--- src/design/lzss_dec_pkg.sv ---
// Shared types and constants for the LZSS byte decompressor.
package lzss_dec_pkg;

	localparam int WINDOW_SIZE = 4096;
	localparam int WIN_AW      = $clog2(WINDOW_SIZE);
	localparam int FILL_W      = WIN_AW + 1;
	localparam int CMD_DEPTH   = 4;
	localparam int CMD_AW      = $clog2(CMD_DEPTH);
	localparam int LEN_W       = 5;

	localparam logic [WIN_AW-1:0] START_POS = WIN_AW'(4078);
	localparam logic [FILL_W-1:0] FILL_FULL = FILL_W'(WINDOW_SIZE);
	localparam logic [LEN_W-1:0]  LEN_BIAS  = LEN_W'(3);
	localparam logic [3:0]        FLAG_BITS = 4'd8;

	typedef enum logic [1:0] {
		PH_HEADER,
		PH_BODY,
		PH_MATCH2
	} phase_t;

	typedef enum logic [1:0] {
		CMD_FRAME,
		CMD_LIT,
		CMD_MATCH
	} cmd_kind_t;

	typedef struct packed {
		cmd_kind_t         kind;
		logic [WIN_AW-1:0] off;
		logic [7:0]        lit;
		logic [LEN_W-1:0]  len;
		logic              done;
	} cmd_t;

	typedef struct packed {
		logic [7:0] in_byte;
		logic       frame_start;
	} in_req_t;

	typedef struct packed {
		logic [7:0] out_byte;
		logic       run_last;
		logic       frame_done;
	} out_req_t;

endpackage

--- src/design/lzss_dec_cmd_queue.sv ---
// Short command queue between the parser and the copy engine.
module lzss_dec_cmd_queue (
	input  logic               clk,
	input  logic               arst_n,
	input  logic               push,
	input  lzss_dec_pkg::cmd_t wdata,
	output logic               full,
	input  logic               pop,
	output lzss_dec_pkg::cmd_t rdata,
	output logic               empty
);

	lzss_dec_pkg::cmd_t              entry_q [lzss_dec_pkg::CMD_DEPTH];
	logic [lzss_dec_pkg::CMD_AW-1:0] wr_q;
	logic [lzss_dec_pkg::CMD_AW-1:0] rd_q;
	logic [lzss_dec_pkg::CMD_AW:0]   count_q;

	assign full  = (count_q == (lzss_dec_pkg::CMD_AW+1)'(lzss_dec_pkg::CMD_DEPTH));
	assign empty = (count_q == '0);
	assign rdata = entry_q[rd_q];

	always_ff @(posedge clk) begin
		if (push) begin
			entry_q[wr_q] <= wdata;
		end
	end

	always_ff @(posedge clk or negedge arst_n) begin
		if (!arst_n) begin
			wr_q    <= '0;
			rd_q    <= '0;
			count_q <= '0;
		end else begin
			if (push) begin
				wr_q <= wr_q + 1'b1;
			end
			if (pop) begin
				rd_q <= rd_q + 1'b1;
			end
			count_q <= count_q + (lzss_dec_pkg::CMD_AW+1)'(push)
				- (lzss_dec_pkg::CMD_AW+1)'(pop);
		end
	end

endmodule

--- config.mk ---
export PLATFORM = sky130hd
export DESIGN_NAME = lzss_dec_cmd_queue
export DESIGN_NICKNAME = d
export VERILOG_FILES = /design/src/design/lzss_dec_pkg.sv /design/src/design/lzss_dec_cmd_queue.sv
export SDC_FILE = /design/constraint.sdc
export NUM_CORES = 1
export LEC_CHECK = 0
export ABC_AREA = 1
export BUFFER_PORTS_ARGS = -buffer_cell sky130_fd_sc_hd__clkbuf_2
export CAP_MARGIN = 30
export CORE_ASPECT_RATIO = 1.2
export CORE_MARGIN = 4
export CORE_UTILIZATION = 33
export DETAILED_ROUTE_END_ITERATION = 10
export GPL_TIMING_DRIVEN = 0
export SYNTH_ARGS = -nofsm -noshare
export SYNTH_HDL_FRONTEND = slang
export SYNTH_SLANG_ARGS = --single-unit
--- constraint.sdc ---
create_clock -name clk -period 3.5 [get_ports clk]
set_input_delay 0.175 -clock clk [delete_from_list [all_inputs] [get_ports clk]]
set_output_delay 0.175 -clock clk [all_outputs]
set_load 0.05 [all_outputs]
### Yosys cells after proc, flatten, opt, wreduce, memory -nomap -nowiden

Memory sizes are Yosys's and may differ from the RTL's.
Index checks and enable logic that the tools add are counted.
Widths: inputs -> output; s select.

| operators by class | value |
|---|---|
| add/sub/neg operators | 4 |
| eq/ne operators | 1 |
| mux-type cells | 2 |
| reduce and logical (&&, ||, !) cells | 1 |

Operator list:

| operator | count |
|---|---|
| $add 2x1->2 const B | 2 |
| $add 3x1->3 | 1 |
| $eq 3x3->1 const B | 1 |
| $logic_not 3->1 | 1 |
| $sub 3x1->3 | 1 |
| $mux 1 | 2 |

| word-level totals | value |
|---|---|
| flip-flop bits (word level) | 7 |
| RAM bits | 112 |
| bits of input ports | 32 |
| output and inout port bits | 30 |
| memories | 1 |

Memories:

| name | depth | bits a word | read ports | clocked after memory_dff | wr ports | line | text |
|---|---|---|---|---|---|---|---|
| entry_q | 4 | 28 | 1 | 0 | 1 | lzss_dec_cmd_queue.sv:13 | `lzss_dec_pkg::cmd_t entry_q [lzss_dec_pkg::CMD_DEPTH];` |

### Logic depth before layout (Yosys ltp)

| logic depth | value |
|---|---|
| depth in word-level cells | 2 |
| mapped depth | 10 |
| mapped depth without buffers | 10 |

### Least setup slack after synthesis

OpenSTA, ideal clock, no wires.

| path | value |
|---|---|
| kind | flip-flop to output port |
| start | register count_q[1] in the netlist's numbering |
| end | output port empty |
| arrival | 1486 ps |
| setup slack | 1839 ps |
| stages on the path, launching flop included | 2 |
| cells stage by stage | dfrtp_1 > nor3_1 |

| between the ends | value |
|---|---|
| word-level cells in the longest chain between the ends | 1 |

RTL lines:

| element | line | text |
|---|---|---|
| from (decl) | lzss_dec_cmd_queue.sv:16 | `logic [lzss_dec_pkg::CMD_AW:0] count_q;` |
| from (signal assigned) | lzss_dec_cmd_queue.sv:40 | `count_q <= count_q + (lzss_dec_pkg::CMD_AW+1)'(push)` |
| $logic_not 3->1 | lzss_dec_cmd_queue.sv:19 | `assign empty = (count_q == '0);` |
| to (decl) | lzss_dec_cmd_queue.sv:10 | `output logic empty` |

No other way between the ends.

==> impl_metrics.py <==
metrics = {
    "outcome": {
        "status": "finished clean",
    },
    "pwr": {
        "irDropWorstVdd_uv": 467,
        "power_density_nw_per_um2": 974,
        "p_leak_nw": 3.17,
    },
    "flow_run": {
        "drv_cap": 0,
    },
    "global_routing": {
        "grt_max_degree": 18,
        "grt_usage": 0.136,
        "grt_pass1_wl_mm": 17.8,
        "busiest_layer": "met2",
        "antenna_found_initial": 0,
        "gr-usage-met3": 0.0463,
        "gr-usage-met1": 0.158,
        "grt-ovfl-total": 0,
        "use_met2": 0.237,
        "grt_pass1_vias": 3581,
    },
    "die": {
        "die_w_um": 122,
        "die_area_um2": 17600,
        "rows": 49,
        "die_h_um": 145,
        "core_area_um2": 15100,
        "ioPinCount": 62,
        "initial_core_util": 0.339,
    },
    "sta": {
        "layout_setup_ws_ps": 1400,
        "period_share": 0.600,
        "skew_ps": 11.7,
        "period_minus_slack_ps": 2100,
        "rsz0062_at_grt": "no",
        "worstMarginPinSlew_ps": 747,
        "slew_violations": 0,
        "tns_ps": 0,
        "hold_violations": 0,
        "relSlewSlack": 0.502,
        "setup_viol": 0,
        "fmax_ghz": 0.476,
    },
    "cells_and_area": {
        "drive_above_1_share": 0.180,
        "fillCellCount": 1419,
        "area_delta_synth_final_pct": 30.8,
        "layout_commonest_cell": "nand2_1",
        "nets": 638,
        "layout_common_cells": "nand2_1, inv_1, edfxtp_1",
        "postLayoutCellArea_um2": 6720,
        "insertedDiodeCount": 0,
    },
    "routing": {
        "postRouteWirelength_mm": 11.2,
        "vias_per_cell": 4.26,
        "antenna_left": 0,
        "first_pass_iters": 5,
        "vias": 3476,
        "drc": 0,
        "drtIter0Drc": 253,
        "wl_per_cell_um": 13.7,
    },
    "critical_path": {
        "arrival_ps": 1930,
        "r2r_end": "entry_q[0][15]",
        "startpoint_type": "register",
        "path_class": "register to output port",
        "rr_worst_depth": 5,
        "r2r_slack_ps": 1670,
        "cp-end-kind": "output port",
        "critPathMaxFanout": 10,
        "reg2reg_from": "wr_q[0]",
        "required_ps": 3320,
    },
    "synthesis": {
        "ys_seq_area_frac": 0.688,
        "syn_nets": 525,
        "synth.distinct_cells": 15,
        "ys_seq_elements": 119,
        "syn_inst": 486,
        "synth_area_per_cell_um2": 10.6,
        "yosys_warnings": 0,
        "synthesis.area_um2": 5140,
    },
    "place": {
        "io_buffers": 61,
        "place_ws_ps": 1650,
        "dpl_cell_area_um2": 5810,
        "gp_congestion": 0.749,
        "dpl.hpwl_mm": 7.32,
    },
    "hold_path": {
        "worstHoldEndpoint": "count_q[0]",
        "min_path_cells": 2,
        "min-delay-start": "push",
        "hold_path.class": "primary input to register",
    },
    "clocking": {
        "clockRootBuffer": "clkbuf_16",
        "clock_latency_ps": 410,
        "cts.path.max_buffers": 2,
        "clk_pin_slew_ps": 50,
        "cts_buffers": 17,
        "cts.sinks": 119,
        "cts_tree": "built",
        "h-tree-depth": 4,
    },
}
[layout make-up]
| type | instances | area [um^2] | area share |
|---|---|---|---|
| Buffer | 20 | 140 | 0.0208 |
| Clock buffer | 22 | 444 | 0.0661 |
| Clock inverter | 10 | 176 | 0.0262 |
| Inverter | 126 | 473 | 0.0704 |
| Multi-Input combinational cell | 221 | 988 | 0.147 |
| Sequential cell | 119 | 3540 | 0.526 |
| Tap cell | 204 | 255 | 0.0380 |
| Timing Repair Buffer | 94 | 706 | 0.105 |
[critical path, stage by stage (launching register included)]
cell,delay [ps]
dfrtp_1,370
inv_1,60
buf_2,250
buf_2,310
nand3_1,110
nand2_1,120
clkbuf_2,300
[cells in the mapped netlist, drive strengths merged]
master / count / area, um^2
nand2: 151 / 567
inv: 126 / 473
edfxtp: 112 / 3360
nand3: 57 / 285
buf: 18 / 133
dfrtp: 7 / 175
ha: 6 / 75.1
xor2: 3 / 26.3
clkbuf: 2 / 7.51
nor3: 2 / 10.0
fa: 1 / 20.0
o21ai: 1 / 5.00
[logic make-up after synthesis]
family,count (synthesis),synth area share
and+or+nand+nor,210,0.168
buffers and inverters,146,0.119
DFF,119,0.688
adders and majority gates,7,0.0185
xor gates and xnor gates,3,0.00511
AOI/OAI and AO/OA,1,0.000973
[report_power, final]
part	internal, mW	switching, mW
Clock	1.26	0.569
Combinational	0.706	2.06
Sequential	1.88	0.0797
Total	3.84	2.71
[worst max-delay path by stage]
stage	startpoint	to	slack (ps)	cells past startpoint
6_report	rd_q[1]	rdata[24]	1400	6
3_3_place_gp	wr_q[0]	entry_q[0][15]	1420	4
4_1_cts	rd_q[1]	rdata[24]	1360	6
5_1_grt	rd_q[1]	rdata[18]	1280	6
3_5_place_dp	wr_q[1]	entry_q[1][8]	1650	5
2_1_floorplan	count_q[1]	empty	1840	1
[sequential cells by signal, indices dropped and copies added (netlist names)]
name / count
count_q: 3
rd_q: 2
wr_q: 2
entry_q: 112
[stage by stage]
step                hold WS [ps]   util  power [mW]  instances
global placement            28.8  0.376        4.63        751
CTS                         2.32  0.444        6.62        816
finish                      21.7  0.444        6.55        816
floorplan                   -121      -        3.94        486
global route                19.4  0.444        6.92        816
detailed placement          35.4  0.384        4.76        755
[routing by layer]
layer,vias to the layer above,wire length (um),share of wire
li1,1735,-,-
met1,1646,4670,0.42
met2,83,5860,0.52
met3,12,555,0.050
met4,0,106,0.0095
met5,-,0,0
[what timing repair did]
action                    in CTS  in global routing
buffers inserted               0                  0
hold endpoints to repair     119                  0
resized for setup              0                  0
hold buffers                  29                  0
No activity file was read; power rests on OpenSTA's default activity.
