--- src/design/lzss_dec_pkg.sv ---
// Shared types and constants for the LZSS byte decompressor.
package lzss_dec_pkg;

	localparam int WINDOW_SIZE = 4096;
	localparam int WIN_AW      = $clog2(WINDOW_SIZE);
	localparam int FILL_W      = WIN_AW + 1;
	localparam int CMD_DEPTH   = 4;
	localparam int CMD_AW      = $clog2(CMD_DEPTH);
	localparam int LEN_W       = 5;

	localparam logic [WIN_AW-1:0] START_POS = WIN_AW'(4078);
	localparam logic [FILL_W-1:0] FILL_FULL = FILL_W'(WINDOW_SIZE);
	localparam logic [LEN_W-1:0]  LEN_BIAS  = LEN_W'(3);
	localparam logic [3:0]        FLAG_BITS = 4'd8;

	typedef enum logic [1:0] {
		PH_HEADER,
		PH_BODY,
		PH_MATCH2
	} phase_t;

	typedef enum logic [1:0] {
		CMD_FRAME,
		CMD_LIT,
		CMD_MATCH
	} cmd_kind_t;

	typedef struct packed {
		cmd_kind_t         kind;
		logic [WIN_AW-1:0] off;
		logic [7:0]        lit;
		logic [LEN_W-1:0]  len;
		logic              done;
	} cmd_t;

	typedef struct packed {
		logic [7:0] in_byte;
		logic       frame_start;
	} in_req_t;

	typedef struct packed {
		logic [7:0] out_byte;
		logic       run_last;
		logic       frame_done;
	} out_req_t;

endpackage

--- src/design/lzss_dec_parser.sv ---
// Front end: header capture, control-bit parsing and command generation.
module lzss_dec_parser (
	input  logic                  clk,
	input  logic                  arst_n,
	input  logic                  req_valid,
	output logic                  req_stall,
	input  lzss_dec_pkg::in_req_t req,
	output logic                  cmd_push,
	output lzss_dec_pkg::cmd_t    cmd,
	input  logic                  cmd_full
);

	lzss_dec_pkg::phase_t phase_q, phase_n;
	logic [2:0]  hdr_q, hdr_n;
	logic [31:0] left_q, left_n;
	logic [31:0] packed_q, packed_n;
	logic [31:0] consumed_q, consumed_n;
	logic [7:0]  flag_q, flag_n;
	logic [3:0]  flags_left_q, flags_left_n;
	logic [7:0]  low_q, low_n;
	logic        fin_q, fin_n;
	logic        accept;

	assign req_stall = cmd_full;
	assign accept    = req_valid && !cmd_full;

	always_comb begin
		logic [7:0]                      b;
		logic [lzss_dec_pkg::LEN_W-1:0] len_raw;
		logic [lzss_dec_pkg::LEN_W-1:0] n;
		logic                            check;
		b            = req.in_byte;
		len_raw      = lzss_dec_pkg::LEN_W'(b[3:0]) + lzss_dec_pkg::LEN_BIAS;
		n            = '0;
		check        = 1'b0;
		phase_n      = phase_q;
		hdr_n        = hdr_q;
		left_n       = left_q;
		packed_n     = packed_q;
		consumed_n   = consumed_q;
		flag_n       = flag_q;
		flags_left_n = flags_left_q;
		low_n        = low_q;
		fin_n        = fin_q;
		cmd_push     = 1'b0;
		cmd.kind     = lzss_dec_pkg::CMD_FRAME;
		cmd.off      = {b[7:4], low_q};
		cmd.lit      = b;
		cmd.len      = lzss_dec_pkg::LEN_W'(1);
		cmd.done     = 1'b0;
		if (accept) begin
			if (req.frame_start) begin
				phase_n      = lzss_dec_pkg::PH_HEADER;
				hdr_n        = 3'd1;
				left_n       = {24'd0, b};
				packed_n     = '0;
				consumed_n   = '0;
				flag_n       = '0;
				flags_left_n = '0;
				low_n        = '0;
				fin_n        = 1'b0;
				cmd_push     = 1'b1;
			end else begin
				case (phase_q)
					lzss_dec_pkg::PH_HEADER: begin
						if (!hdr_q[2]) begin
							left_n = {left_q[23:0], b};
						end else begin
							packed_n = {packed_q[23:0], b};
						end
						if (hdr_q == 3'd7) begin
							hdr_n   = '0;
							phase_n = lzss_dec_pkg::PH_BODY;
							fin_n   = (left_q == '0);
						end else begin
							hdr_n = hdr_q + 3'd1;
						end
					end
					default: begin
						if (!fin_q && consumed_q < packed_q) begin
							consumed_n = consumed_q + 32'd1;
							if (phase_q == lzss_dec_pkg::PH_MATCH2) begin
								if (32'(len_raw) >= left_q) begin
									n        = left_q[lzss_dec_pkg::LEN_W-1:0];
									cmd.done = 1'b1;
								end else begin
									n = len_raw;
								end
								left_n       = left_q - 32'(n);
								cmd.kind     = lzss_dec_pkg::CMD_MATCH;
								cmd.len      = n;
								cmd_push     = (n != '0);
								phase_n      = lzss_dec_pkg::PH_BODY;
								flag_n       = flag_q >> 1;
								flags_left_n = flags_left_q - 4'(flags_left_q != '0);
								check        = 1'b1;
							end else if (flags_left_q == '0) begin
								flag_n       = b;
								flags_left_n = lzss_dec_pkg::FLAG_BITS;
								check        = 1'b1;
							end else if (flag_q[0]) begin
								left_n       = left_q - 32'd1;
								cmd.kind     = lzss_dec_pkg::CMD_LIT;
								cmd.done     = (left_q == 32'd1);
								cmd_push     = 1'b1;
								flag_n       = flag_q >> 1;
								flags_left_n = flags_left_q - 4'(flags_left_q != '0);
								check        = 1'b1;
							end else begin
								low_n   = b;
								phase_n = lzss_dec_pkg::PH_MATCH2;
							end
						end
					end
				endcase
			end
		end
		if (check) begin
			fin_n = (left_n == '0) ||
				(flags_left_n != '0 && !flag_n[0] && left_n == 32'd1);
		end
	end

	always_ff @(posedge clk or negedge arst_n) begin
		if (!arst_n) begin
			phase_q      <= lzss_dec_pkg::PH_HEADER;
			hdr_q        <= '0;
			left_q       <= '0;
			packed_q     <= '0;
			consumed_q   <= '0;
			flag_q       <= '0;
			flags_left_q <= '0;
			low_q        <= '0;
			fin_q        <= 1'b0;
		end else begin
			phase_q      <= phase_n;
			hdr_q        <= hdr_n;
			left_q       <= left_n;
			packed_q     <= packed_n;
			consumed_q   <= consumed_n;
			flag_q       <= flag_n;
			flags_left_q <= flags_left_n;
			low_q        <= low_n;
			fin_q        <= fin_n;
		end
	end

endmodule

--- config.mk ---
export PLATFORM = sky130hd
export DESIGN_NAME = lzss_dec_parser
export DESIGN_NICKNAME = d
export VERILOG_FILES = /design/src/design/lzss_dec_pkg.sv /design/src/design/lzss_dec_parser.sv
export SDC_FILE = /design/constraint.sdc
export NUM_CORES = 1
export LEC_CHECK = 0
export ABC_AREA = 0
export CAP_MARGIN = 5
export CORE_MARGIN = 4
export CORE_UTILIZATION = 35
export DETAILED_ROUTE_END_ITERATION = 7
export DONT_BUFFER_PORTS = 1
export HOLD_SLACK_MARGIN = 0.15
export SKIP_CTS_REPAIR_TIMING = 1
export SLEW_MARGIN = 25
export SYNTH_ARGS = -nofsm -noshare
export SYNTH_HDL_FRONTEND = slang
export SYNTH_SLANG_ARGS = --single-unit
--- constraint.sdc ---
create_clock -name clk -period 7.05 [get_ports clk]
set_input_delay 0.3525 -clock clk [delete_from_list [all_inputs] [get_ports clk]]
set_output_delay 0.3525 -clock clk [all_outputs]
set_load 0.05 [all_outputs]
# After elaboration in Yosys (flattened, before gate mapping)
# Cells that the tools add are included.
# word_totals
ff_bits	122
inputBits	13
elab_cells	143
# op_classes
addsub	6
magnitude_cmp	2
n_eq_ne	11
mux	84
n_reduce_logical	30
# op_table
operator	n
$mux W32	14
$mux W8	12
$eq A32 B1 Y1 const B	2
$logic_not A32 Y1	2
$mux W5	7
$add A32 B1 Y32 const B	1
$ge A5 B32 Y1	1
$lt A32 B32 Y1	1
$sub A32 B1 Y32 const B	1
$sub A32 B5 Y32	1
$mux W4	7
$mux W1	25
$mux W2	12
$mux W6	4
$reduce_bool A4 Y1	3
$mux W3	3
$reduce_and A3 Y1	3
$reduce_bool A3 Y1	3
$ne A2 B2 Y1 const B	4
$reduce_bool A2 Y1	4
$reduce_and A6 Y1	1
$add A4 B2 Y5 const B	1
$reduce_and A5 Y1	1
$reduce_bool A5 Y1	1
other kinds (14)	19

# Logic depth before layout (Yosys ltp)
# depth
depth_word	18
depth_mapped	25
mapped_depth_nobuf	23

# Least setup slack after synthesis
# No wires, ideal clock.
# synth_path
path_kind	input-to-reg
from	input req[1] (netlist name)
to	register fin_q
t_arrival_ns	5.188
t_required_ns	6.958
slack_ns	1.770
stages	24
path_buffers	2
cell_sequence	inv_1 > ha_1 > xor2_1 > inv_1 > ha_1 > o211a_1 > a211oi_1 > a211oi_1 > nand2_1 > clkbuf_1 > o21ai_0 > ha_1 > nor2b_1 > o31ai_1 > nand2_1 > o221ai_1 > o21a_4 > buf_6 > nand4_1 > a32o_2 > nor3_2 > o2111ai_1 > or4_1 > o31ai_2
# synth_between
elab_chain_len	18
elab_cells_between_ends	28
classes_between	add/sub (2); order compare (1); eq/ne (1); mux (19); reduce/logical (5)
# synth_lines
item	line	rtl
from (decl)	lzss_dec_parser.sv:7	input lzss_dec_pkg::in_req_t req,
$add A4 B2 Y5 (*)	lzss_dec_parser.sv:33	len_raw = lzss_dec_pkg::LEN_W'(b[3:0]) + lzss_dec_pkg::LEN_BIAS;
$ge A5 B32 Y1	lzss_dec_parser.sv:83	if (32'(len_raw) >= left_q) begin
$mux W5 (*)	lzss_dec_parser.sv:83	
$mux W5 (*)	lzss_dec_parser.sv:82	if (phase_q == lzss_dec_pkg::PH_MATCH2) begin
$mux W5 (*)	lzss_dec_parser.sv:80	if (!fin_q && consumed_q < packed_q) begin
$mux W5 (*)	lzss_dec_parser.sv:64	case (phase_q)
$mux W5 (*)	lzss_dec_parser.sv:52	if (req.frame_start) begin
$mux W5 (*)	lzss_dec_parser.sv:51	if (accept) begin
(+3 left out)	--	
$mux W32 (*)	lzss_dec_parser.sv:64	
$mux W32 (*)	lzss_dec_parser.sv:52	
$mux W32 (*)	lzss_dec_parser.sv:51	
net left_n[15]	lzss_dec_parser.sv:15	logic [31:0] left_q, left_n;
$eq A32 B1 Y1	lzss_dec_parser.sv:120	(flags_left_n != '0 && !flag_n[0] && left_n == 32'd1);
$logic_and A1 B1 Y1	lzss_dec_parser.sv:120	
$logic_or A1 B1 Y1 (*)	lzss_dec_parser.sv:119	fin_n = (left_n == '0) ||
$mux W1 (*)	lzss_dec_parser.sv:118	if (check) begin
to (signal assigned)	lzss_dec_parser.sv:144	fin_q <= fin_n;
to (decl)	lzss_dec_parser.sv:21	logic fin_q, fin_n;
# The timed path passes the listed nets; every way through them passes the cells marked *. The select of a mux whose other input is x is not followed.
# A chain may end at the register's enable or synchronous reset.

# Final worst setup path
# layout_path
from	register left_q[2]
to	register fin_q
# layout_between
elab_chain_len	17
elab_cells_between_ends	27
classes_between	add/sub (2); order compare (1); eq/ne (1); mux (19); reduce/logical (4)
# layout_lines
item	line	rtl
from (decl)	lzss_dec_parser.sv:15	
from (signal assigned)	lzss_dec_parser.sv:138	left_q <= left_n;
$ge A5 B32 Y1	lzss_dec_parser.sv:83	
$mux W5	lzss_dec_parser.sv:83	
$mux W5	lzss_dec_parser.sv:82	
$mux W5	lzss_dec_parser.sv:80	
$mux W5	lzss_dec_parser.sv:64	
$mux W5	lzss_dec_parser.sv:52	
$mux W5	lzss_dec_parser.sv:51	
$sub A32 B5 Y32	lzss_dec_parser.sv:89	left_n = left_q - 32'(n);
$mux W32	lzss_dec_parser.sv:82	
$mux W32	lzss_dec_parser.sv:80	
$mux W32	lzss_dec_parser.sv:64	
$mux W32	lzss_dec_parser.sv:52	
$mux W32	lzss_dec_parser.sv:51	
$eq A32 B1 Y1	lzss_dec_parser.sv:120	
$logic_and A1 B1 Y1	lzss_dec_parser.sv:120	
$logic_or A1 B1 Y1	lzss_dec_parser.sv:119	
$mux W1 (*)	lzss_dec_parser.sv:118	
# Mark *: on every way between the ends. The rest lies on a longest branch, timed or not. The select of a mux whose other input is x is not followed.

==> metrics.md <==
| Metric | Value |
|---|---|
| Outcome | complete, no violations |
| CTS Buf Count | 17 |
| Final instance area | 9380 µm² |
| F_max | 169 MHz |
| I/O Buffers | 0 |
| Netlist cell types | 80 |
| FILL cells | 2,398 |
| Vias | 7,461 |
| Synth Cell Area | 8420 µm² |
| Commonest non-fill, non-tap cell in the layout | dfrtp_1 |
| Final Critical Period | 5.93 ns |
| Clock-pin slew on the worst setup and hold paths | 0.06 ns |
| Slowest-stage cell, CP | a211oi_1 |
| Vias in the first global route | 7,013 |
| Nets@finish | 1,014 |
| Syn-to-layout area delta | 11.5% |
| CP cell instances | inv_1 > ha_1 > o211a_1 > a211oi_1 > a211oi_1 > nand2_1 > a21oi_1 > ha_1 > inv_1 > fa_1 > nand3_1 > o221ai_1 > a21oi_4 > nand2_4 > or4_4 > mux2i_1 > o2111ai_1 > or4_1 > o31ai_2 |
| Max stage delay on crit path | 0.65 ns |
| Max Buffers Root-to-Sink | 2 |
| TNS Setup | 0 ns |
| Leakage | 0.00406 µW |
| Post-Synth Adder-Cell Area | 7.34% |
| First-pass GRT wire length | 40.2 mm |
| Most frequent cells in the layout | 122 x dfrtp_1, 110 x nand2_1, 96 x nor2_1, 62 x inv_1, 51 x o21ai_0 |
| RSZ-0062 raised after global routing | no |
| Met2 WL | 11.7 mm |
| Worst hold path class | in -> reg |
| Max_cap viols | 0 |
| Critical path arrival | 6.27 ns |
| Multiplexer area fraction after synthesis | 3.14% |
| N_diodes | 0 |
| Fraction of registers with async set or reset after synthesis | 100% |
| ANT nets after route | 0 |
| Top sig layer | met4 |
| Multi-input gate area | 4850 µm² |
| Fin. max-slew vios | 0 |
| Final setup fails | 0 |
| Worst-Skew Late Latency | 0.43 ns |
| Post-synth EDFFs | 0 |
| Relative slew slack | 28.9% |
| Layout cells sized above 1 | 8.39% |
| Synth Net Count | 1,040 |
| CP endpoint kind | flop |
| Synth Area in Simple Gates | 21.5% |
| Largest net degree at the start of global routing | 123 |
| CP Class | reg -> reg |
| Via/cell ratio | 5.81 |
| Root Buffer | clkbuf_16 |
| Post-Syn Instances | 979 |
| PwrDens | 351 nW/µm² |
| Die W | 163 µm |
| Grt total ovfl | 0 |
| Largest family of logic cells by synthesized area | simple AND/OR/NAND/NOR gates |
| Die area | 26,600 µm² |
| Drc violations | 0 |
| Core area | 23,500 µm² |
| Post-synthesis sequential area ratio | 36.3% |
| WL met1 | 11.1 mm |
| Starting density of the core | 35.7% |
| Die H | 163 µm |
| Row count | 56 |
| Initial DRC count | 832 |
| Ys flop type | dfrtp_1 |
| Worst-Margin Slew | 1.07 ns |
| DR WL/cell | 19.6 µm |
| Critical Path Source Type | flop |
| Avg Inst Size Synth | 8.60 µm² |
| H-tree levels | 4 |
| Total global-route track usage | 19.2% |
| GPL Wtd Cong | 0.926 |
| Initial antenna violation count | 0 |
| HPWL Detailed | 17.4 mm |
| Metal3 WL | 1.82 mm |
| Io pins | 43 |
| XOR/XNOR share of the synthesized area | 4.64% |
| WL final | 25.1 mm |
| CP delay by family, top | compound AO/OA/AOI/OAI gates |
| Register Area | 3050 µm² |
| Buf/Inv on CP | 2 |
| Flops & latches, synth | 122 |
| DRT Pass-1 Iters | 5 |
| Worst IR Drop VDD | 0.161 mV |
| Clk sinks | 122 |
| Final period util | 84.2% |
| CP required | 7.39 ns |
| Synth Area in Compound Gates | 20.7% |
| YS warnings | 0 |
| Final Skew | 0.0146 ns |
| Final hold vios | 0 |
| Cell Area, Placed | 8640 µm² |
| TritonCTS clock tree | built |
| Crit-path max FO | 14 |
[routing by layer]
metal  global-route usage (%)  up-vias
met5                        0        -
met4                     6.75        0
met3                     3.15       46
met2                     29.4      325
met1                     27.6     3593
li1                         -     3497
[final timing paths]
path                            cells past startpoint  slack [ns]                       to                     from
worst max-delay path                               19        1.12        fin_q$_DFFE_PN0P_      left_q[2]$_DFF_PN0_
worst min-delay path                                2        0.16     low_q[4]$_DFFE_PN0P_                   req[5]
worst max register to register                     19        1.12        fin_q$_DFFE_PN0P_      left_q[2]$_DFF_PN0_
worst min register to register                      2        0.48  packed_q[8]$_DFFE_PN0P_  packed_q[8]$_DFFE_PN0P_
max in group asynchronous                           2        6.01      left_q[2]$_DFF_PN0_                   arst_n
min in group asynchronous                           2        0.56  packed_q[4]$_DFFE_PN0P_                   arst_n
[state kept, by name (all words and copies together), names as in the netlist]
register      cells
low_q             8
fin_q             1
flag_q            8
hdr_q             3
left_q           32
consumed_q       32
flags_left_q      4
phase_q           2
packed_q         32
[through the flow]
| stage | setup slack [ns] | utilization, % | cells | hold WS, ns | total power, µW |
|---|---|---|---|---|---|
| after global routing | 0.711 | 39.9 | 1284 | 0.162 | 3490 |
| final | 1.12 | 39.9 | 1284 | 0.160 | 3290 |
| after detailed placement | 1.01 | 36.7 | 1247 | 0.0598 | 2260 |
| after global placement | 1.14 | 36.7 | 1247 | 0.0597 | 2260 |
| after CTS | 1.17 | 39.5 | 1278 | -0.392 | 3250 |
| after floorplan | 1.77 | - | 979 | 0.0569 | 1940 |
[synthesized netlist by cell type (14+ instances only)]
cell type	number	area, µm²
clkbuf_1	48	180
nand3_1	27	135
o21ai_0	51	255
o31ai_1	28	210
mux2i_1	14	140
nor2_1	97	364
inv_1	62	233
nor3_1	19	95.1
ha_1	47	588
nand2_1	110	413
nor4_1	15	93.8
xor2_1	29	254
dfrtp_1	122	3050
nand4_1	20	125
a21oi_1	41	205
[where the power goes]
group	internal [µW]	switching, µW	total, µW
clock network	646	328	974
registers	850	259	1110
logic	448	757	1210
[cell families (layout without fill, tap and decap cells)]
| logic type | Yosys count | in the layout |
|---|---|---|
| xor+xnor | 43 | 43 |
| flops | 122 | 122 |
| mux | 25 | 25 |
| compound gates | 248 | 248 |
| buf+inv | 128 | 114 |
| simple gates | 364 | 364 |
| fa+ha+maj | 49 | 49 |
[layout make-up]
type,count,share of cell area [%]
timing repair buffer,20,2.05
inverter,63,2.52
clock inverter,10,2.03
clock buffer,21,4.91
multi-input combinational,729,51.7
sequential,122,32.5
tap,319,4.25
(Power assumes the default switching activity.)
