### src/design/lzss_dec_pkg.sv
// Shared types and constants for the LZSS byte decompressor.
package lzss_dec_pkg;

	localparam int WINDOW_SIZE = 4096;
	localparam int WIN_AW      = $clog2(WINDOW_SIZE);
	localparam int FILL_W      = WIN_AW + 1;
	localparam int CMD_DEPTH   = 4;
	localparam int CMD_AW      = $clog2(CMD_DEPTH);
	localparam int LEN_W       = 5;

	localparam logic [WIN_AW-1:0] START_POS = WIN_AW'(4078);
	localparam logic [FILL_W-1:0] FILL_FULL = FILL_W'(WINDOW_SIZE);
	localparam logic [LEN_W-1:0]  LEN_BIAS  = LEN_W'(3);
	localparam logic [3:0]        FLAG_BITS = 4'd8;

	typedef enum logic [1:0] {
		PH_HEADER,
		PH_BODY,
		PH_MATCH2
	} phase_t;

	typedef enum logic [1:0] {
		CMD_FRAME,
		CMD_LIT,
		CMD_MATCH
	} cmd_kind_t;

	typedef struct packed {
		cmd_kind_t         kind;
		logic [WIN_AW-1:0] off;
		logic [7:0]        lit;
		logic [LEN_W-1:0]  len;
		logic              done;
	} cmd_t;

	typedef struct packed {
		logic [7:0] in_byte;
		logic       frame_start;
	} in_req_t;

	typedef struct packed {
		logic [7:0] out_byte;
		logic       run_last;
		logic       frame_done;
	} out_req_t;

endpackage

### src/design/lzss_dec_copy.sv
// Back end: executes commands against the history window and buffers output.
module lzss_dec_copy (
	input  logic                              clk,
	input  logic                              arst_n,
	input  logic                              cmd_empty,
	input  lzss_dec_pkg::cmd_t                cmd_head,
	output logic                              cmd_pop,
	output logic                              ram_we,
	output logic [lzss_dec_pkg::WIN_AW-1:0]   ram_waddr,
	output logic [7:0]                        ram_wdata,
	output logic [lzss_dec_pkg::WIN_AW-1:0]   ram_raddr,
	input  logic [7:0]                        ram_rdata,
	output logic                              res_valid,
	input  logic                              res_stall,
	output lzss_dec_pkg::out_req_t            res
);

	logic                              active_q;
	lzss_dec_pkg::cmd_kind_t           kind_q;
	logic [lzss_dec_pkg::WIN_AW-1:0]   src_q;
	logic [lzss_dec_pkg::LEN_W-1:0]    rem_q;
	logic [7:0]                        lit_q;
	logic                              done_q;
	logic [lzss_dec_pkg::WIN_AW-1:0]   wpos_q;
	logic [lzss_dec_pkg::FILL_W-1:0]   fill_q;

	logic                              v_s1;
	logic                              lit_sel_s1;
	logic                              zero_s1;
	logic                              byp_s1;
	logic [7:0]                        byp_data_s1;
	logic [7:0]                        lit_data_s1;
	logic [lzss_dec_pkg::WIN_AW-1:0]   waddr_s1;
	logic                              last_s1;
	logic                              done_s1;

	lzss_dec_pkg::out_req_t            obuf_q [2];
	logic                              owr_q;
	logic                              ord_q;
	logic [1:0]                        occ_q;

	logic                              opop;
	logic                              credit;
	logic                              is_frame;
	logic                              issue;
	logic                              cmd_end;
	logic [lzss_dec_pkg::WIN_AW-1:0]   src_dist;
	logic                              in_win;
	logic [7:0]                        wdata_b;

	assign opop     = (occ_q != '0) && !res_stall;
	assign credit   = ({1'b0, occ_q} + {2'b0, v_s1}) <= (3'd1 + {2'b0, opop});
	assign is_frame = active_q && (kind_q == lzss_dec_pkg::CMD_FRAME);
	assign issue    = active_q && (kind_q != lzss_dec_pkg::CMD_FRAME) && credit;
	assign cmd_end  = is_frame || (issue && rem_q == lzss_dec_pkg::LEN_W'(1));
	assign cmd_pop  = !cmd_empty && (!active_q || cmd_end);

	assign src_dist = src_q - lzss_dec_pkg::START_POS;
	assign in_win   = {1'b0, src_dist} < fill_q;

	assign wdata_b = lit_sel_s1 ? lit_data_s1 :
		zero_s1 ? 8'd0 :
		byp_s1 ? byp_data_s1 : ram_rdata;

	assign ram_we    = v_s1;
	assign ram_waddr = waddr_s1;
	assign ram_wdata = wdata_b;
	assign ram_raddr = src_q;

	assign res_valid = (occ_q != '0);
	assign res       = obuf_q[ord_q];

	always_ff @(posedge clk) begin
		if (cmd_pop) begin
			kind_q <= cmd_head.kind;
			lit_q  <= cmd_head.lit;
			done_q <= cmd_head.done;
		end
		if (issue) begin
			lit_sel_s1  <= (kind_q == lzss_dec_pkg::CMD_LIT);
			zero_s1     <= !in_win;
			byp_s1      <= v_s1 && (waddr_s1 == src_q);
			byp_data_s1 <= wdata_b;
			lit_data_s1 <= lit_q;
			waddr_s1    <= wpos_q;
			last_s1     <= (rem_q == lzss_dec_pkg::LEN_W'(1));
			done_s1     <= done_q && (rem_q == lzss_dec_pkg::LEN_W'(1));
		end
		if (v_s1) begin
			obuf_q[owr_q] <= '{out_byte: wdata_b, run_last: last_s1, frame_done: done_s1};
		end
	end

	always_ff @(posedge clk or negedge arst_n) begin
		if (!arst_n) begin
			active_q <= 1'b0;
			src_q    <= '0;
			rem_q    <= '0;
			wpos_q   <= lzss_dec_pkg::START_POS;
			fill_q   <= '0;
			v_s1     <= 1'b0;
			owr_q    <= 1'b0;
			ord_q    <= 1'b0;
			occ_q    <= '0;
		end else begin
			if (cmd_pop) begin
				active_q <= 1'b1;
				src_q    <= cmd_head.off;
				rem_q    <= cmd_head.len;
			end else begin
				if (cmd_end) begin
					active_q <= 1'b0;
				end
				if (issue) begin
					src_q <= src_q + 1'b1;
					rem_q <= rem_q - 1'b1;
				end
			end
			if (is_frame) begin
				wpos_q <= lzss_dec_pkg::START_POS;
				fill_q <= '0;
			end else if (issue) begin
				wpos_q <= wpos_q + 1'b1;
				if (fill_q != lzss_dec_pkg::FILL_FULL) begin
					fill_q <= fill_q + 1'b1;
				end
			end
			v_s1 <= issue;
			if (v_s1) begin
				owr_q <= ~owr_q;
			end
			if (opop) begin
				ord_q <= ~ord_q;
			end
			occ_q <= occ_q + 2'(v_s1) - 2'(opop);
		end
	end

endmodule

### config.mk
export PLATFORM = sky130hd
export DESIGN_NAME = lzss_dec_copy
export DESIGN_NICKNAME = d
export VERILOG_FILES = /design/src/design/lzss_dec_pkg.sv /design/src/design/lzss_dec_copy.sv
export SDC_FILE = /design/constraint.sdc
export NUM_CORES = 1
export LEC_CHECK = 0
export BUFFER_PORTS_ARGS = -buffer_cell sky130_fd_sc_hd__buf_2
export CAP_MARGIN = 20
export CELL_PAD_IN_SITES_DETAIL_PLACEMENT = 0
export CELL_PAD_IN_SITES_GLOBAL_PLACEMENT = 2
export CORE_ASPECT_RATIO = 0.6
export CORE_MARGIN = 2
export CORE_UTILIZATION = 31
export CTS_BUF_LIST = sky130_fd_sc_hd__clkbuf_16
export CTS_CLUSTER_DIAMETER = 150
export DETAILED_ROUTE_END_ITERATION = 10
export GPL_TIMING_DRIVEN = 0
export PLACE_DENSITY_LB_ADDON = 0.1
export RECOVER_POWER = 25
export SLEW_MARGIN = 5
export SYNTH_ARGS = -nofsm -noshare
export SYNTH_HDL_FRONTEND = slang
export SYNTH_SLANG_ARGS = --single-unit
### constraint.sdc
create_clock -name clk -period 4.1 [get_ports clk]
set_input_delay 0.205 -clock clk [delete_from_list [all_inputs] [get_ports clk]]
set_output_delay 0.205 -clock clk [all_outputs]
set_load 0.005 [all_outputs]
# Word level (Yosys, flattened, before mapping)
# Memories as Yosys holds them, arrays and structs flattened.
# Cells that the tools add are included.
# W data, S select, Z words.
[op_classes]
n_bitwise = 2
n_reduce_logical = 22
add_sub_neg = 9
eq_ne = 4
muxes = 16
magnitude_cmp = 2
[op_table]
columns = ["op", "count"]
rows = [
  ["$mux W12", 4],
  ["$mux W13", 3],
  ["$add A12 B1 Y12 const B", 2],
  ["$mux W8", 3],
  ["$add A13 B1 Y13 const B", 1],
  ["$lt A12 B13 Y1", 1],
  ["$ne A13 B13 Y1 const B", 1],
  ["$eq A12 B12 Y1", 1],
  ["$reduce_bool A2 Y1", 6],
  ["$sub A12 B12 Y12 const B", 1],
  ["$mux W5", 2],
  ["$logic_and A1 B1 Y1", 8],
  ["$eq A5 B1 Y1 const B", 1],
  ["$sub A5 B1 Y5 const B", 1],
  ["$logic_not A1 Y1", 4],
  ["$mux W1", 4],
  ["$add A2 B1 Y3", 1],
  ["$le A3 B2 Y1", 1],
  ["$add A1 B1 Y2 const A", 1],
  ["$add A2 B1 Y2", 1],
  ["$eq A2 B1 Y1 const B", 1],
  ["$logic_not A2 Y1", 1],
  ["$logic_or A1 B1 Y1", 2],
  ["$not A1 Y1", 2],
  ["other kinds (2)", 2],
]
[totals]
regBits = 92
input_bits = 40
mem_bits_rw = 20
wordCells = 76
out_inout_bits = 45
mem_count = 1
[mem_list]
columns = ["memory", "words", "width", "rd", "rd_clocked_by_memory_dff", "write_ports", "line", "text"]
rows = [
  ["obuf_q", 2, 10, 1, 0, 1, "lzss_dec_copy.sv:37", "lzss_dec_pkg::out_req_t obuf_q [2];"],
]

# Longest topological paths before layout
# Gate-level depths: netlist of the first run.
[logic_depth]
ltp_word = 10
ltp_mapped = 11
depth_no_buf = 10

# Worst setup path after synthesis of the first run
# Ideal clock, no wire load.
[synth_timing]
path_type = "reg2reg"
from = "register occ_q[1]"
to = "register rem_q[3] in the netlist's numbering"
arrival_ns = 2.567
slack_ns = 1.399
stages_incl_launch_ff = 11
n_path_buf = 1
synth_period_minus_slack_ns = 2.701
t_required_ns = 3.966
setup_ns = 0.134
path_cell_list = "dfrtp_1 or2_2 nand2b_1 inv_1 fa_1 o31a_1 o21ai_2 inv_2 buf_6 a41oi_1 a21oi_1"
[synth_between]
elab_chain_cells = 10
elab_cells_between_ends = 12
cone_classes = "add/sub: 2; order compare: 1; mux: 1; reduce/logical: 8"
[synth_lines]
columns = ["item", "line", "text"]
rows = [
  ["from (decl)", "lzss_dec_copy.sv:40", "logic [1:0] occ_q;"],
  ["from (signal assigned)", "lzss_dec_copy.sv:135", "occ_q <= occ_q + 2'(v_s1) - 2'(opop);"],
  ["$reduce_bool A2 Y1 (*)", "n/a", ""],
  ["via res_valid", "lzss_dec_copy.sv:13", "output logic res_valid,"],
  ["$logic_and A1 B1 Y1 (*)", "lzss_dec_copy.sv:51", "assign opop = (occ_q != '0) && !res_stall;"],
  ["via opop", "lzss_dec_copy.sv:42", "logic opop;"],
  ["$add A1 B1 Y2 (*)", "lzss_dec_copy.sv:52", "assign credit = ({1'b0, occ_q} + {2'b0, v_s1}) <= (3'd1 + {2'b0, opop});"],
  ["$le A3 B2 Y1 (*)", "lzss_dec_copy.sv:52", ""],
  ["$logic_and A1 B1 Y1 (*)", "lzss_dec_copy.sv:54", "assign issue = active_q && (kind_q != lzss_dec_pkg::CMD_FRAME) && credit;"],
  ["via issue", "lzss_dec_copy.sv:45", "logic issue;"],
  ["$logic_and A1 B1 Y1", "lzss_dec_copy.sv:55", "assign cmd_end = is_frame || (issue && rem_q == lzss_dec_pkg::LEN_W'(1));"],
  ["$logic_or A1 B1 Y1", "lzss_dec_copy.sv:55", ""],
  ["$logic_or A1 B1 Y1", "lzss_dec_copy.sv:56", "assign cmd_pop = !cmd_empty && (!active_q || cmd_end);"],
  ["$logic_and A1 B1 Y1", "lzss_dec_copy.sv:56", ""],
  ["$mux W5 / $reduce_bool A2 Y1 (equally long branches)", "n/a", ""],
  ["to (signal assigned)", "lzss_dec_copy.sv:109", "rem_q <= cmd_head.len;"],
  ["to (signal assigned)", "lzss_dec_copy.sv:116", "rem_q <= rem_q - 1'b1;"],
  ["to (decl)", "lzss_dec_copy.sv:21", "logic [lzss_dec_pkg::LEN_W-1:0] rem_q;"],
]
# The timed path passes the listed nets; every way through them passes the cells marked *.
# A chain may end at the register's enable or synchronous reset.

# Worst setup path after layout of the first run
[layout_timing]
from = "register occ_q[1]"
to = "output port cmd_pop"
[layout_between]
elab_chain_cells = 9
elab_cells_between_ends = 10
cone_classes = "add/sub: 2; order compare: 1; reduce/logical: 7"
[layout_lines]
columns = ["item", "line", "text"]
rows = [
  ["$reduce_bool A2 Y1", "lzss_dec_copy.sv:51", ""],
  ["$logic_and A1 B1 Y1", "lzss_dec_copy.sv:51", ""],
  ["via opop", "lzss_dec_copy.sv:42", ""],
  ["$add A1 B1 Y2", "lzss_dec_copy.sv:52", ""],
  ["$le A3 B2 Y1", "lzss_dec_copy.sv:52", ""],
  ["$logic_and A1 B1 Y1", "lzss_dec_copy.sv:54", ""],
  ["$logic_and A1 B1 Y1", "lzss_dec_copy.sv:55", ""],
  ["$logic_or A1 B1 Y1", "lzss_dec_copy.sv:55", ""],
  ["$logic_or A1 B1 Y1", "lzss_dec_copy.sv:56", ""],
  ["$logic_and A1 B1 Y1", "lzss_dec_copy.sv:56", ""],
  ["to (decl)", "lzss_dec_copy.sv:7", "output logic cmd_pop,"],
]
# The timed path passes the listed nets, and every way through them passes these cells.

==> results of run 1 <==
## synthesized netlist by cell type (all sizes together) (6+ instances only)
cell type / number / area share, %
and3: 9 / 1.0
mux2: 10 / 2.1
nand3: 20 / 1.8
a21oi: 9 / 0.90
ha: 22 / 5.1
buf: 9 / 1.3
o21ai: 30 / 2.8
nor2: 24 / 1.7
xnor2: 37 / 5.9
clkbuf: 12 / 0.83
nand2: 53 / 3.7
inv: 23 / 1.6
nand4: 11 / 1.3
mux2i: 10 / 1.8
edfxtp: 64 / 35
dfrtp: 38 / 17
xor2: 20 / 3.2
dfstp: 10 / 4.8
nor3: 11 / 1.0
nor4: 6 / 0.69
## power groups by stage
stage               clock [mW]  combinational (mW)  sequential, mW
floorplan                    0                1.55            2.04
global placement             0                2.28            2.14
detailed placement           0                2.30            2.15
CTS                      0.958                2.32            2.13
global route              1.00                2.59            2.17
finish                   0.925                2.28            2.11
## state kept, by name, indices dropped and copies added, names as in the netlist, 8 cells and up
signal / flops
ram_raddr: 12
ram_waddr: 12
lit_q: 8
byp_data_s1: 8
obuf_q: 20
fill_q: 13
lit_data_s1: 8
wpos_q: 12
## how the worst min path moves through the flow
stage	from	to	slack [ns]	cells after the start
after CTS	cmd_head[13]	lit_q[7]$_DFFE_PP_	0.002	1
after detailed placement	arst_n	ram_we$_DFF_PN0_	0.23	1
after floorplan	arst_n	active_q$_DFFE_PN0P_	-0.09	0
final	cmd_head[26]	kind_q[0]$_DFFE_PP_	0.02	1
after global placement	cmd_head[6]	lit_q[0]$_DFFE_PP_	0.38	1
after global routing	cmd_head[6]	lit_q[0]$_DFFE_PP_	0.004	1
## critical path: cells and delay by family (launching register included)
kind,cells,cell delay [ns]
fa+ha+maj,1,0.53
compound gates,2,0.62
simple gates,3,0.81
buf+inv,3,0.54
flops,1,0.41
## what timing repair did
item / CTS / global route
hold buffers: 2 / 0
gates resized for setup: 0 / 0
endpoints found under the hold margin: 11 / 0
## cells by family (layout without fill, tap and decap cells)
family          count (synthesis)  in the layout  synth area share (%)
flops                         112            112                  57.6
buf+inv                        44            147                  3.74
mux                            20             20                  3.90
compound gates                 54             54                  6.34
simple gates                  152            152                  13.9
fa+ha+maj                      23             23                  5.42
xor+xnor                       57             57                  9.16
## layer usage
metal,up-vias,GRT usage (%)
li1,1813,-
met1,1772,26.0
met2,74,20.2
met3,9,4.18
met4,0,3.99
met5,-,0
## through the flow
step                      total power [mW]  hold WS, ns  instance area, um2
after floorplan                       3.59      -0.0906                5450
after global routing                  5.76      0.00365                6490
final                                 5.32       0.0179                6490
after detailed placement              4.45        0.230                6180
after CTS                             5.40      0.00223                6510
after global placement                4.42        0.383                6160
## area by class of cell
cell class,instances,area [um2],area share (%)
flip-flops and latches,112,3140,48.3
well taps,234,293,4.51
multi-input cells,306,2110,32.5
repair buffers,87,443,6.82
clock inverters,7,85.1,1.31
inverters,23,86.3,1.33
clock buffers,9,225,3.47
plain buffers,21,118,1.81
==> impl_metrics.py, run 1 <==
metrics = {
    "status": {
        "outcome": "complete, but fails checks",
        "violations": "max-capacitance violations, max-slew violations",
    },
    "placed_design": {
        "detailed_place_hpwl_um": 10900,
        "globalplace.congestion": 0.800,
        "io_buffers": 84,
        "place.detailed.instances": 781,
        "dp_worst_setup_slack_ns": 0.957,
    },
    "routing": {
        "dr.max_layer_used": "met4",
        "dr.first_iter.drc_count": 278,
        "detail_route.wirelength.met1_um": 8050,
        "via_count": 3668,
        "drc": 0,
        "antenna_violating_nets_post_route": 0,
        "wl_per_cell_um": 17.7,
        "route.met3.wl_um": 599,
        "drt_pass1_iterations": 4,
        "route.detailed.vias_per_inst": 4.59,
        "met2RoutedLength_um": 5370,
        "routed_wl_um": 14100,
    },
    "power": {
        "power_frac_seq_pct": 39.7,
        "clkPwrFrac_pct": 17.4,
        "power.density_nw_per_um2": 819,
        "part_of_the_power_in_combinational_logic_pct": 42.9,
        "ir_worst_vdd_v": 0.000239,
        "power.leakage_nw": 2.57,
        "cell_internal_pwr_mw": 3.20,
        "power.switching_mw": 2.11,
        "proportion_of_total_power_due_to_net_switching_pct": 39.8,
    },
    "critical_path": {
        "cp_slowest_cell": "sky130_fd_sc_hd__fa_1",
        "critical_path.startpoint_type": "flip-flop",
        "crit-reg2reg-launch": "occ_q[1]$_DFF_PN0_",
        "cp.arrival_ns": 3.29,
        "worst-r2r-setup-slack_ns": 0.98,
        "critPathMaxFanout": 21,
        "critPathCaptureType": "output pin",
        "critPathKind": "flip-flop to output pin",
        "cp_data_required_time_ns": 3.89,
        "crit_start": "occ_q[1]$_DFF_PN0_",
        "r2r_end": "rem_q[1]$_DFFE_PN0P_",
        "crit_path_end": "cmd_pop",
        "critical_path.max_stage_delay_ns": 0.53,
        "rr_worst_depth": 11,
        "crit_chain": "or2_2, nand2b_1, inv_1, fa_1, nor3b_2, o21ai_0, a21oi_2, buf_6, buf_2",
    },
    "clock_network": {
        "cts_tree": "yes",
        "clock_latency_ns": 0.36,
        "cts_setup_buffers": 0,
        "clockRootBuffer": "sky130_fd_sc_hd__clkbuf_16",
        "htree_num_levels": 3,
        "clock_pin_slew_worst_setup_and_hold_paths_ns": 0.08,
        "clock_sink_count": 112,
        "clk_path_buf_depth": 2,
        "numCtsBuffers": 9,
    },
    "synthesis": {
        "ys_seq_elements": 112,
        "synthesis.instances": 462,
        "syn_nets": 525,
        "synth_top_flop_cell": "sky130_fd_sc_hd__edfxtp_1",
        "distinct_cell_type_count_after_synthesis": 48,
        "sequential_fraction_of_the_synthesis_area_pct": 57.6,
        "synthArstFlopShare_pct": 42.9,
        "synth.cell_area_um2": 5450,
        "synth.yosys.warnings": 0,
        "synth-edff-count": 64,
        "synthesis.area_per_instance_um2": 11.8,
    },
    "grt": {
        "grt_use_total_pct": 16.0,
        "pin_count_of_the_biggest_net_entering_global_routing": 44,
        "initial_antenna_violation_count": 0,
        "globalRouteOverflowTotal": 0,
        "grt_pass1_wl_um": 22000,
        "grt_pass1_vias": 3593,
    },
    "timing": {
        "timing.final.crit_period_ns": 3.50,
        "timing_max_transition_violations_final": 29,
        "setup_repair_after_global_routing_missed_its_margin": "false",
        "finClkSkew_ns": 0.00905,
        "finalHoldViolations": 0,
        "setup_violations": 0,
        "slew-limit-headroom_pct": -14.4,
        "worst_slew_pin_slew_ns": 1.72,
        "max_clock_freq_mhz": 286,
        "setup_ws_ns": 0.604,
        "period_share_pct": 85.3,
        "setup_tns_ns": 0,
    },
    "floorplan": {
        "standard_cell_rows": 37,
        "fp.dieH_um": 107,
        "die-width_um": 175,
        "coreArea_um2": 17200,
        "initial_core_util_pct": 31.7,
        "io-pin-count": 85,
        "die-area_um2": 18700,
    },
    "worst_hold_path": {
        "hold_class": "primary input to flip-flop",
    },
    "layout": {
        "fill_cells": 1695,
        "mostFrequentLayoutCells": "sky130_fd_sc_hd__buf_2 (84), sky130_fd_sc_hd__edfxtp_1 (64), sky130_fd_sc_hd__nand2_1 (53)",
        "fin_nets": 623,
        "fin_util_pct": 37.8,
        "fin_cells": 799,
        "layout_commonest_cell": "sky130_fd_sc_hd__buf_2",
        "layout-drive-gt1-share_pct": 22.1,
        "syn2layout_area_growth_pct": 19.2,
        "antenna-diode-count": 0,
    },
    "flow_run": {
        "maxCapViolations": 1,
    },
}
(Power assumes the default switching activity.)
==> inputs of run 2 (changes only) <==
Settings changed: CELL_PAD_IN_SITES_DETAIL_PLACEMENT 0 to 1, CELL_PAD_IN_SITES_GLOBAL_PLACEMENT 2 to 1.
==> run 2 against run 1 <==
The flow still finishes with violations (max-capacitance violations, max-slew violations). Critical path depth did not move. Clock power is 9.0% lower. Combinational power increased by 2%. Sequential share of layout area up 0.25 points. Count of clock-buffer cells in the layout is the same. First-iteration DRC count shrank 14%. Worst hold slack better by 0.015 ns. Maximum frequency shrank 1.8%. Global-route usage grew 0.17 points.
==> impl_metrics.py, run 2 (synthesis results as in run 1) <==
metrics = {
    "placed_design": {
        "globalplace.congestion": 0.813,
        "detailed_place_hpwl_um": 11200,
        "io_buffers": 84,
        "place.detailed.instances": 781,
    },
    "timing": {
        "max_clock_freq_mhz": 281,
        "timing_max_transition_violations_final": 28,
        "slew-limit-headroom_pct": -11.1,
        "setup_tns_ns": 0,
        "finClkSkew_ns": 0.0119,
        "finalHoldViolations": 0,
        "setup_violations": 0,
        "hold_ws_ns": 0.0326,
        "timing.final.crit_period_ns": 3.56,
        "worst_slew_pin_slew_ns": 1.67,
        "period_share_pct": 86.8,
        "setup_repair_after_global_routing_missed_its_margin": "false",
    },
    "routing": {
        "dr.first_iter.drc_count": 239,
        "routed_wl_um": 14600,
        "drt_pass1_iterations": 4,
        "route.detailed.vias_per_inst": 4.71,
        "drc": 0,
        "wl_per_cell_um": 18.3,
        "antenna_violating_nets_post_route": 0,
        "via_count": 3764,
    },
    "power": {
        "power.density_nw_per_um2": 817,
        "power.leakage_nw": 2.56,
        "total_power_mw": 5.27,
        "ir_worst_vdd_v": 0.000386,
    },
    "critical_path": {
        "critPathKind": "flip-flop to output pin",
        "cp_data_required_time_ns": 3.89,
        "worst-r2r-setup-slack_ns": 0.87,
        "cp.arrival_ns": 3.35,
        "crit_chain": "or2_2, nand2b_1, inv_1, fa_1, nor3b_2, o21ai_0, a21oi_2, buf_6, buf_2",
        "cp_slowest_cell": "sky130_fd_sc_hd__fa_1",
        "critical_path.startpoint_type": "flip-flop",
        "timing.critical_path.max_delay_family": "simple AND/OR/NAND/NOR gates",
        "critPathCaptureType": "output pin",
        "critical_path.max_stage_delay_ns": 0.53,
        "critPathMaxFanout": 21,
        "critPathBufInv": 3,
    },
    "layout": {
        "area.sequential_um2": 3140,
        "fill_cells": 1921,
        "multiInputGateArea_um2": 2110,
        "largestRegisters": "obuf_q x20, fill_q x13",
        "mostFrequentLayoutCells": "sky130_fd_sc_hd__buf_2 (84), sky130_fd_sc_hd__edfxtp_1 (64), sky130_fd_sc_hd__nand2_1 (53)",
        "layout-drive-gt1-share_pct": 22.1,
        "syn2layout_area_growth_pct": 18.6,
        "largest_register": "obuf_q",
        "largest_reg_flops": 20,
        "layout_commonest_cell": "sky130_fd_sc_hd__buf_2",
        "fin_nets": 623,
        "fin_cells": 799,
        "antenna-diode-count": 0,
    },
    "grt": {
        "grt_pass1_wl_um": 22900,
        "grt_busiest_layer": "met1",
        "groute.layer.met2.usage_pct": 22.6,
        "grt_pass1_vias": 3926,
        "gr_layer_usage_met1_pct": 25.4,
        "grt_use_total_pct": 16.2,
        "pin_count_of_the_biggest_net_entering_global_routing": 44,
        "globalRouteOverflowTotal": 0,
        "initial_antenna_violation_count": 0,
        "globalRouteMet3Util_pct": 3.16,
    },
    "floorplan": {
        "coreArea_um2": 17200,
        "die-area_um2": 18700,
        "die-width_um": 175,
        "fp.dieH_um": 107,
        "initial_core_util_pct": 31.7,
        "standard_cell_rows": 37,
        "io-pin-count": 85,
    },
    "clock_network": {
        "clock_sink_count": 112,
        "clk_path_buf_depth": 2,
        "clockRootBuffer": "sky130_fd_sc_hd__clkbuf_16",
        "clock_pin_slew_worst_setup_and_hold_paths_ns": 0.07,
        "ctsHoldBuffers": 1,
        "htree_num_levels": 3,
        "clock_latency_ns": 0.35,
        "ctsResizeCount": 0,
        "cts_setup_buffers": 0,
        "numCtsBuffers": 9,
        "cts_tree": "yes",
    },
    "status": {
        "violations": "max-capacitance violations, max-slew violations",
        "outcome": "complete, but fails checks",
    },
    "worst_hold_path": {
        "hold_class": "primary input to flip-flop",
    },
    "flow_run": {
        "maxCapViolations": 1,
    },
}
-- run 2: cell count changes in the layout (fill, tap and decap cells not counted) --
cell / delta
sky130_fd_sc_hd__buf_4: +1
sky130_fd_sc_hd__bufinv_16: -1
sky130_fd_sc_hd__clkinv_4: +2
sky130_fd_sc_hd__clkinv_8: -1
sky130_fd_sc_hd__dlygate4sd3_1: -1
sky130_fd_sc_hd__inv_1: +1
sky130_fd_sc_hd__inv_6: -2
sky130_fd_sc_hd__inv_8: +1
-- run 2: worst paths after layout --
kind / start / to / cells after the start
max: occ_q[1]$_DFF_PN0_ / cmd_pop / 9
min: cmd_head[8] / lit_q[2]$_DFFE_PP_ / 1
max reg2reg: occ_q[1]$_DFF_PN0_ / ram_raddr[4]$_DFFE_PN0P_ / 11
min reg2reg: lit_q[1]$_DFFE_PP_ / lit_data_s1[1]$_DFFE_PP_ / 0
max in group asynchronous: arst_n / rem_q[1]$_DFFE_PN0P_ / 3
min in group asynchronous: arst_n / fill_q[0]$_DFFE_PN0P_ / 2
-- run 2: layer usage --
layer | vias up | wire length [um]
met3 | 10 | 825
li1 | 1811 | -
met4 | 0 | 147
met1 | 1865 | 7660
met5 | - | 0
met2 | 78 | 5950
-- run 2: worst reg2reg max path, delay by kind of cell (launching register included) --
kind,cells,cell delay [ns]
and+or+nand+nor,3,0.67
AOI/OAI and AO/OA,3,0.85
DFF,1,0.42
buffers and inverters,3,0.50
xor gates and xnor gates,1,0.14
adders and majority gates,1,0.53
-- run 2: through the flow --
step / instance area, um2 / setup WS [ns] / utilization [%]
2_1_floorplan: 5450 / 1.40 / -
3_3_place_gp: 6160 / 0.956 / 35.9
3_5_place_dp: 6180 / 0.860 / 36.0
4_1_cts: 6470 / 0.473 / 37.7
5_1_grt: 6460 / 0.280 / 37.6
6_report: 6460 / 0.540 / 37.6
-- run 2: area by class of cell --
class,count,share of cell area [%]
Multi-Input combinational cell,306,32.6
Clock buffer,9,3.49
Tap cell,234,4.53
Buffer,21,1.82
Clock inverter,7,0.833
Sequential cell,112,48.5
Timing Repair Buffer,87,6.82
Inverter,23,1.34
-- run 2: power breakdown --
group / internal (mW) / switching [mW] / leakage [nW]
registers: 1.80 / 0.301 / 1.16
logic: 0.925 / 1.40 / 1.26
clock network: 0.420 / 0.422 / 0.141
total: 3.15 / 2.13 / 2.56
==> inputs of run 3 (changes only) <==
Settings changed: CORE_UTILIZATION 31 to 49, CTS_BUF_LIST sky130_fd_sc_hd__clkbuf_16 to not set.
==> run 3 against run 2 <==
The run ends with design-rule violations, max-capacitance violations, max-slew violations left. Die area decreased by 36%. Global-route usage grew 9.1 points. Final cell count is 12% lower. Largest cell class unchanged. Sequential share of layout area up 0.65 points. Setup slack lost 0.078 ns. Utilization is 22 points higher. Combinational power hardly changed. Flip-flop and latch count did not move. Sequential power about the same. Non-clock buffer count fell by 1. Largest power group unchanged. First-iteration DRC count is 8.8% lower. Critical path depth unchanged. Highest routed layer unchanged.
==> impl_metrics.py, run 3 (synthesis results as in run 1) <==
metrics = {
    "clock_network": {
        "clk_path_buf_depth": 2,
        "clockRootBuffer": "sky130_fd_sc_hd__clkbuf_16",
        "cts_tree": "yes",
        "numCtsBuffers": 9,
        "clock_sink_count": 112,
        "htree_num_levels": 3,
        "clock_latency_ns": 0.36,
        "cts_setup_buffers": 0,
        "clock_pin_slew_worst_setup_and_hold_paths_ns": 0.08,
    },
    "layout": {
        "layout-drive-gt1-share_pct": 22.5,
        "fin_util_pct": 59.6,
        "largest_register": "obuf_q",
        "antenna-diode-count": 0,
        "syn2layout_area_growth_pct": 17.0,
        "fin_cells": 703,
        "fin_nets": 622,
        "largestRegisters": "obuf_q x20, fill_q x13",
        "layout_commonest_cell": "sky130_fd_sc_hd__buf_2",
        "largest_reg_flops": 20,
        "mostFrequentLayoutCells": "sky130_fd_sc_hd__buf_2 (84), sky130_fd_sc_hd__edfxtp_1 (64), sky130_fd_sc_hd__nand2_1 (53)",
    },
    "floorplan": {
        "initial_core_util_pct": 50.9,
        "fp.dieH_um": 85.7,
        "die-width_um": 140,
        "coreArea_um2": 10700,
        "io-pin-count": 85,
        "die-area_um2": 12000,
        "standard_cell_rows": 29,
    },
    "power": {
        "part_of_the_power_in_combinational_logic_pct": 43.8,
        "power.density_nw_per_um2": 836,
        "power.leakage_nw": 2.57,
        "power.switching_mw": 2.17,
        "clkPwrFrac_pct": 16.4,
        "ir_worst_vdd_v": 0.000359,
        "total_power_mw": 5.33,
        "power_frac_seq_pct": 39.8,
        "cell_internal_pwr_mw": 3.16,
        "proportion_of_total_power_due_to_net_switching_pct": 40.7,
    },
    "routing": {
        "dr.first_iter.drc_count": 218,
        "route.detailed.vias_per_inst": 5.45,
        "routed_wl_um": 14200,
        "antenna_violating_nets_post_route": 0,
        "drc": 3,
        "wl_per_cell_um": 20.2,
        "drt_pass1_iterations": 8,
        "via_count": 3833,
    },
    "timing": {
        "setup_repair_after_global_routing_missed_its_margin": "false",
        "timing.final.crit_period_ns": 3.64,
        "hold_ws_ns": 0.0156,
        "max_clock_freq_mhz": 275,
        "finClkSkew_ns": 0.00868,
        "finalHoldViolations": 0,
        "slew-limit-headroom_pct": -20.3,
        "setup_tns_ns": 0,
        "timing_max_transition_violations_final": 29,
        "worst_slew_pin_slew_ns": 1.80,
        "period_share_pct": 88.7,
        "setup_violations": 0,
    },
    "worst_hold_path": {
        "min-delay-start": "cmd_head[27]",
        "min_path_cells": 1,
        "timing.hold.worst_endpoint": "kind_q[1]$_DFFE_PP_",
        "hold_class": "primary input to flip-flop",
    },
    "grt": {
        "grt_pass1_wl_um": 22700,
        "groute.layer.met2.usage_pct": 39.9,
        "grt_use_total_pct": 25.3,
        "grt_busiest_layer": "met2",
        "grt_pass1_vias": 4158,
        "pin_count_of_the_biggest_net_entering_global_routing": 44,
        "globalRouteOverflowTotal": 0,
        "gr_layer_usage_met1_pct": 36.2,
        "globalRouteMet3Util_pct": 5.30,
        "initial_antenna_violation_count": 0,
    },
    "critical_path": {
        "cp.arrival_ns": 3.43,
        "critPathBufInv": 3,
        "r2r_end": "wpos_q[2]$_DFFE_PN1P_",
        "cp_data_required_time_ns": 3.89,
        "cp_slowest_cell": "sky130_fd_sc_hd__fa_1",
        "rr_worst_depth": 11,
        "worst-r2r-setup-slack_ns": 0.78,
        "critPathKind": "flip-flop to output pin",
        "timing.critical_path.max_delay_family": "simple AND/OR/NAND/NOR gates",
        "critical_path.startpoint_type": "flip-flop",
        "crit_start": "occ_q[1]$_DFF_PN0_",
        "critPathCaptureType": "output pin",
        "crit-reg2reg-launch": "occ_q[1]$_DFF_PN0_",
        "critPathMaxFanout": 21,
        "crit_chain": "or2_2, nand2b_1, inv_1, fa_1, nor3b_2, o21ai_0, a21oi_2, buf_6, buf_2",
        "critical_path.max_stage_delay_ns": 0.54,
    },
    "placed_design": {
        "detailed_place_hpwl_um": 10700,
        "io_buffers": 84,
        "globalplace.congestion": 0.879,
        "place.detailed.instances": 686,
    },
    "flow_run": {
        "maxCapViolations": 1,
    },
    "status": {
        "outcome": "complete, but fails checks",
        "violations": "design-rule violations, max-capacitance violations, max-slew violations",
    },
}
-- run 3: cell count changes in the layout (fill, tap and decap cells not counted) --
cell	before	now
sky130_fd_sc_hd__clkinv_1	1	0
sky130_fd_sc_hd__clkinvlp_4	0	1
sky130_fd_sc_hd__inv_6	2	0
sky130_fd_sc_hd__buf_16	0	1
sky130_fd_sc_hd__buf_4	3	2
sky130_fd_sc_hd__clkinv_4	2	1
sky130_fd_sc_hd__inv_1	23	22
sky130_fd_sc_hd__inv_8	1	3
sky130_fd_sc_hd__clkinv_8	0	1
sky130_fd_sc_hd__clkinv_2	0	1
sky130_fd_sc_hd__clkbuf_1	14	13
-- run 3: power by group through the flow --
stage / Sequential (mW) / Clock [mW] / Combinational [mW]
final: 2.12 / 0.873 / 2.34
after global routing: 2.17 / 0.922 / 2.60
after CTS: 2.13 / 0.885 / 2.35
after detailed placement: 2.15 / 0 / 2.32
after global placement: 2.11 / 0 / 2.20
after floorplan: 2.04 / 0 / 1.55
-- run 3: how the worst max path moves through the flow --
stage	slack, ns	endpoint	cells past startpoint
final	0.46	cmd_pop	9
after CTS	0.47	cmd_pop	9
after global placement	0.96	rem_q[3]$_DFFE_PN0P_	10
after floorplan	1.40	rem_q[3]$_DFFE_PN0P_	10
after detailed placement	0.85	rem_q[3]$_DFFE_PN0P_	10
after global routing	0.30	cmd_pop	9
-- run 3: what timing repair did --
item	in CTS	in global routing
hold endpoints to repair	18	0
hold buffers	1	0
resized for setup	0	0
-- run 3: per-stage QoR --
stage / worst slack (ns) / area [um2]
floorplan: 1.40 / 5450
global placement: 0.956 / 6040
detailed placement: 0.847 / 6070
CTS: 0.469 / 6380
global route: 0.304 / 6370
finish: 0.463 / 6370
-- run 3: layout make-up --
cell class,count,area (um2)
plain buffers,21,118
clock buffers,9,225
clock inverters,7,71.3
fillers,1150,4330
inverters,23,86.3
multi-input cells,306,2110
flip-flops and latches,112,3140
well taps,139,174
repair buffers,86,457
-- run 3: layer usage --
layer  vias to the layer above  part of all wire (%)
met1                      1913                    46
li1                       1806                     -
met4                         0                   1.3
met2                       100                    46
met3                        14                   6.6
met5                         -                     0
